## config.mk

```make
export PLATFORM = sky130hd
export DESIGN_NAME = elst_ram
export DESIGN_NICKNAME = d
export VERILOG_FILES = /design/src/elst_pkg.sv /design/src/elst_ram.sv
export SDC_FILE = /design/constraint.sdc
export NUM_CORES = 2
export LEC_CHECK = 0
export BUFFER_PORTS_ARGS = -buffer_cell sky130_fd_sc_hd__buf_2
export CAP_MARGIN = 20
export CORE_MARGIN = 4
export CORE_UTILIZATION = 53
export DETAILED_ROUTE_END_ITERATION = 6
export PLACE_DENSITY = 0.65
export SYNTH_ARGS = -nofsm -noshare
export SYNTH_HDL_FRONTEND = slang
export SYNTH_SLANG_ARGS = --single-unit
```

## constraint.sdc

```tcl
create_clock -name clk -period 5.5 [get_ports clk]
set_input_delay 1.1 -clock clk [delete_from_list [all_inputs] [get_ports clk]]
set_output_delay 1.1 -clock clk [all_outputs]
set_load 0.005 [all_outputs]
```

## src/elst_pkg.sv

```systemverilog
// Package for the early-late gate symbol timing block.
// Shared widths, register indexes and the sequencer state type.
// No dependencies.
package elst_pkg;
	localparam int MaxSps = 32;
	localparam int SampleBits = 16;
	localparam int WinDepth = 2 * MaxSps + 1;
	localparam int AddrBits = $clog2(WinDepth);
	localparam int SumBits = SampleBits + $clog2(MaxSps) + 1;
	localparam int SpsBits = 6;
	localparam int GainBits = 16;

	localparam logic [0:0] RegSps = 1'b0;
	localparam logic [0:0] RegGain = 1'b1;

	typedef enum logic [7:0] {
		ST_IDLE = 8'b0000_0001,
		ST_SUM = 8'b0000_0010,
		ST_MUL = 8'b0000_0100,
		ST_MIX = 8'b0000_1000,
		ST_DIV = 8'b0001_0000,
		ST_OUT = 8'b0010_0000,
		ST_WRITE = 8'b0100_0000,
		ST_RD = 8'b1000_0000
	} state_t;

	typedef struct packed {
		logic re_en;
		logic [AddrBits-1:0] raddr;
	} mem_rd_t;

	typedef struct packed {
		logic we;
		logic [AddrBits-1:0] waddr;
		logic [2*SampleBits-1:0] wdata;
	} mem_wr_t;
endpackage

```

## src/elst_ram.sv

```systemverilog
// Sample window storage: one write port, one registered read port.
// Depends on elst_pkg for the window depth and the port structs.
module elst_ram (
	input logic clk,
	input elst_pkg::mem_rd_t rd,
	input elst_pkg::mem_wr_t wr,
	output logic [2*elst_pkg::SampleBits-1:0] rdata
);
	logic [2*elst_pkg::SampleBits-1:0] mem [elst_pkg::WinDepth];

	always_ff @(posedge clk) begin
		if (wr.we) begin
			mem[wr.waddr] <= wr.wdata;
		end
		if (rd.re_en) begin
			rdata <= mem[rd.raddr];
		end
	end
endmodule

```

==> impl_results.md <==
* Hold Slack at 0.677 ns
* # clock sinks at 2112
* Wire length per cell at 32.8 um
* Layout area overhead at 13.3%
* Synth top area cells: edfxtp_1 78%, mux4_2 8.9%, mux2i_1 4.7%
* Post-DP Area at 85400 sq um
* Sw Share at 21.0%
* Worst Path Required at 6.07 ns
* Core area at 152000 sq um
* Max Slew Vio Count at 0
* DIE WIDTH at 399 um
* CTS tree: yes
* Unique masters post-synth at 38
* DR vias/cell at 6.32
* Crit path kind: in -> reg
* Die Height at 399 um
* Worst-Skew Late Latency at 0.82 ns
* Fill cell count at 10.7k
* First-pass GRT wire length at 295000 um
* Layout Skew at 0.0310 ns
* Top-count cell post-synth: edfxtp_1
* Gpl congestion at 0.804
* Antenna viol nets, final at 0
* Slew headroom at 17.9%
* Die area at 160000 sq um
* Iteration-0 DRC Markers at 4678
* Top cell type's share of synthesized area at 78.1%
* Max Cap Viol at 0
* TritonCTS Buffers at 204
* Final HPWL DP at 121000 um
* Row cnt at 143
* Part of the power in registers at 54.3%
* Root Buffer: clkbuf_16
* Dominant cell type by area after synthesis: edfxtp_1
* Top cells by count, synth: 2112 x edfxtp_1, 384 x mux2i_1, 320 x mux4_2, 192 x a211oi_1
* Multi-input gate area at 17100 sq um
* RSZ-0062 raised after global routing: no
* Number of synthesized flops with an enable pin at 2112
* Largest net degree at the start of global routing at 102
* PwrDens at 358 nW/um^2
* Antenna violations before repair at 25
* Worst-margin pin slew at 1.22 ns
* Seq/Total Area, Yosys at 78.1%
* Cts hold-fix bufs at 0
* Cells after DPL at 5967
* Vias at 40.2k
* Crit start category: input pin
* Yosys reg bits at 2112
* Final hold vios at 0
* Crit-path most repeated cell: buf_4
* Outcome: completed
* CP max stage cell: a2111oi_0
* Post-route cell area at 92000 sq um
* Max Buffers Root-to-Sink at 3
* Tcrit/Tclk final at 67.9%
* Switching power at 0.00692 W
* # IOs at 81
* Post-Syn Area at 81200 sq um
* Syn. warnings at 0
* Vias in the first global route at 39.5k
* Final nets at 4203
* Syn nets at 3918
* Worst Setup End Kind: register
* Port-buffer cells at 80
* P_leak at 29.5 nW
* Post-CTS setup buffer count at 0
* Final wirelength at 209000 um
* Synth Instances at 3869
* Post-synth ARST share at 0%
* Drt pass-1 iters at 5
* Grt total ovfl at 0
* Worst-path cell chain: buf_8 > buf_12 > buf_4 > mux2_2 > nand2_1 > o221ai_1 > a2111oi_0 > a31oi_1 > buf_4 > or3_1
* Overall global routing resource usage at 26.4%
* Critical Path Max Stage Delay at 0.92 ns
* Clk network pwr share at 41.0%
* VDD IR-drop max at 334 uV
* Combinational group share of total power at 4.7%
* Synthesized area per cell at 21.0 sq um
* Post_cts resized at 0
* Max Freq at 268 MHz
* CTS H-tree depth at 4
* Share of layout cells above drive strength 1 at 23.2%
* Most used DFF post-synth: edfxtp_1
* Setup TNS at 0 ns
* Final min period at 3.73 ns
* Post-route DRC at 0
* Reg clk slew, reported paths at 0.06 ns
* HP Class: in -> reg
* Initial Utilization at 53.4%
* CP Max Fanout at 54
* Final Setup Violations at 0
* Fin cells at 6359
* Int Power at 0.0260 W
* Reg area at 63400 sq um
* Data arrival, critical path at 4.30 ns
-- through the flow --
step | util, % | setup slack, ns | power [W]
after detailed placement | 56.2 | 0.860 | 0.0197
after global routing | 60.4 | 1.75 | 0.0339
after CTS | 60.4 | 1.75 | 0.0331
final | 60.5 | 1.77 | 0.0329
after floorplan | - | 1.15 | 0.0190
after global placement | 56.1 | 0.829 | 0.0197
-- logic make-up (layout without fill, tap and decap cells) --
kind of cell    after synthesis  in the layout  share of synthesized area [%]
compound gates              480            480                           4.34
flops                      2112           2112                           78.1
buf+inv                     233            684                           1.49
mux                         736            736                           14.1
other cells                   0              9                              0
simple gates                308            308                           2.01
-- power by group through the flow --
stage                     combinational (W)  clock [W]  sequential, W
after global routing                0.00163     0.0144         0.0179
after global placement              0.00150          0         0.0182
after floorplan                    0.000795          0         0.0182
final                               0.00154     0.0135         0.0179
after CTS                           0.00153     0.0137         0.0179
after detailed placement            0.00153          0         0.0182
-- worst max-delay path, delay by kind of cell --
| family | cells | cell delay, ns |
|---|---|---|
| AND/OR/NAND/NOR | 2 | 0.37 |
| AO/OA/AOI/OAI | 3 | 1.24 |
| buffers and inverters | 4 | 1.21 |
| multiplexers | 1 | 0.35 |
-- registers in the layout, indices dropped and copies added (netlist names) --
signal / flops
rdata: 32
mem: 2080
-- final timing paths --
check	slack (ns)	to	depth (start not counted)	from
worst max register to register	2.68	rdata[26]	7	mem[54][26]
worst max-delay path	1.77	rdata[26]	10	rd[2]
worst min-delay path	0.68	mem[58][31]	1	wr[31]
worst min register to register	0.77	rdata[5]	3	mem[64][5]
-- area by class of cell --
cell class / instances / area share [%]
Sequential cell: 2112 / 69.0
Multi-Input combinational cell: 1524 / 18.6
Clock buffer: 262 / 5.86
Tap cell: 2030 / 2.76
Timing Repair Buffer: 312 / 2.73
Clock inverter: 110 / 1.10
Antenna cell: 9 / 0.0245
-- cell usage in the layout (no fill, tap or decap), drive strengths merged, types with 40 or more instances in the layout --
cell type and count:
edfxtp 2112, mux2i 384, mux4 320, buf 305
clkbuf 266, a211oi 192, nor2b 103, nor2 93
clkinv 84, o21ai 64, o221ai 63, nand2 40
-- routing by layer --
layer,vias to the layer above,track usage (%),part of all wire (%)
li1,16841,-,-
met1,21083,37.0,39
met2,1908,40.4,47
met3,331,7.83,11
met4,16,8.35,3.3
met5,-,0,0.046
Note: power is estimated with default switching activity, not from simulation.
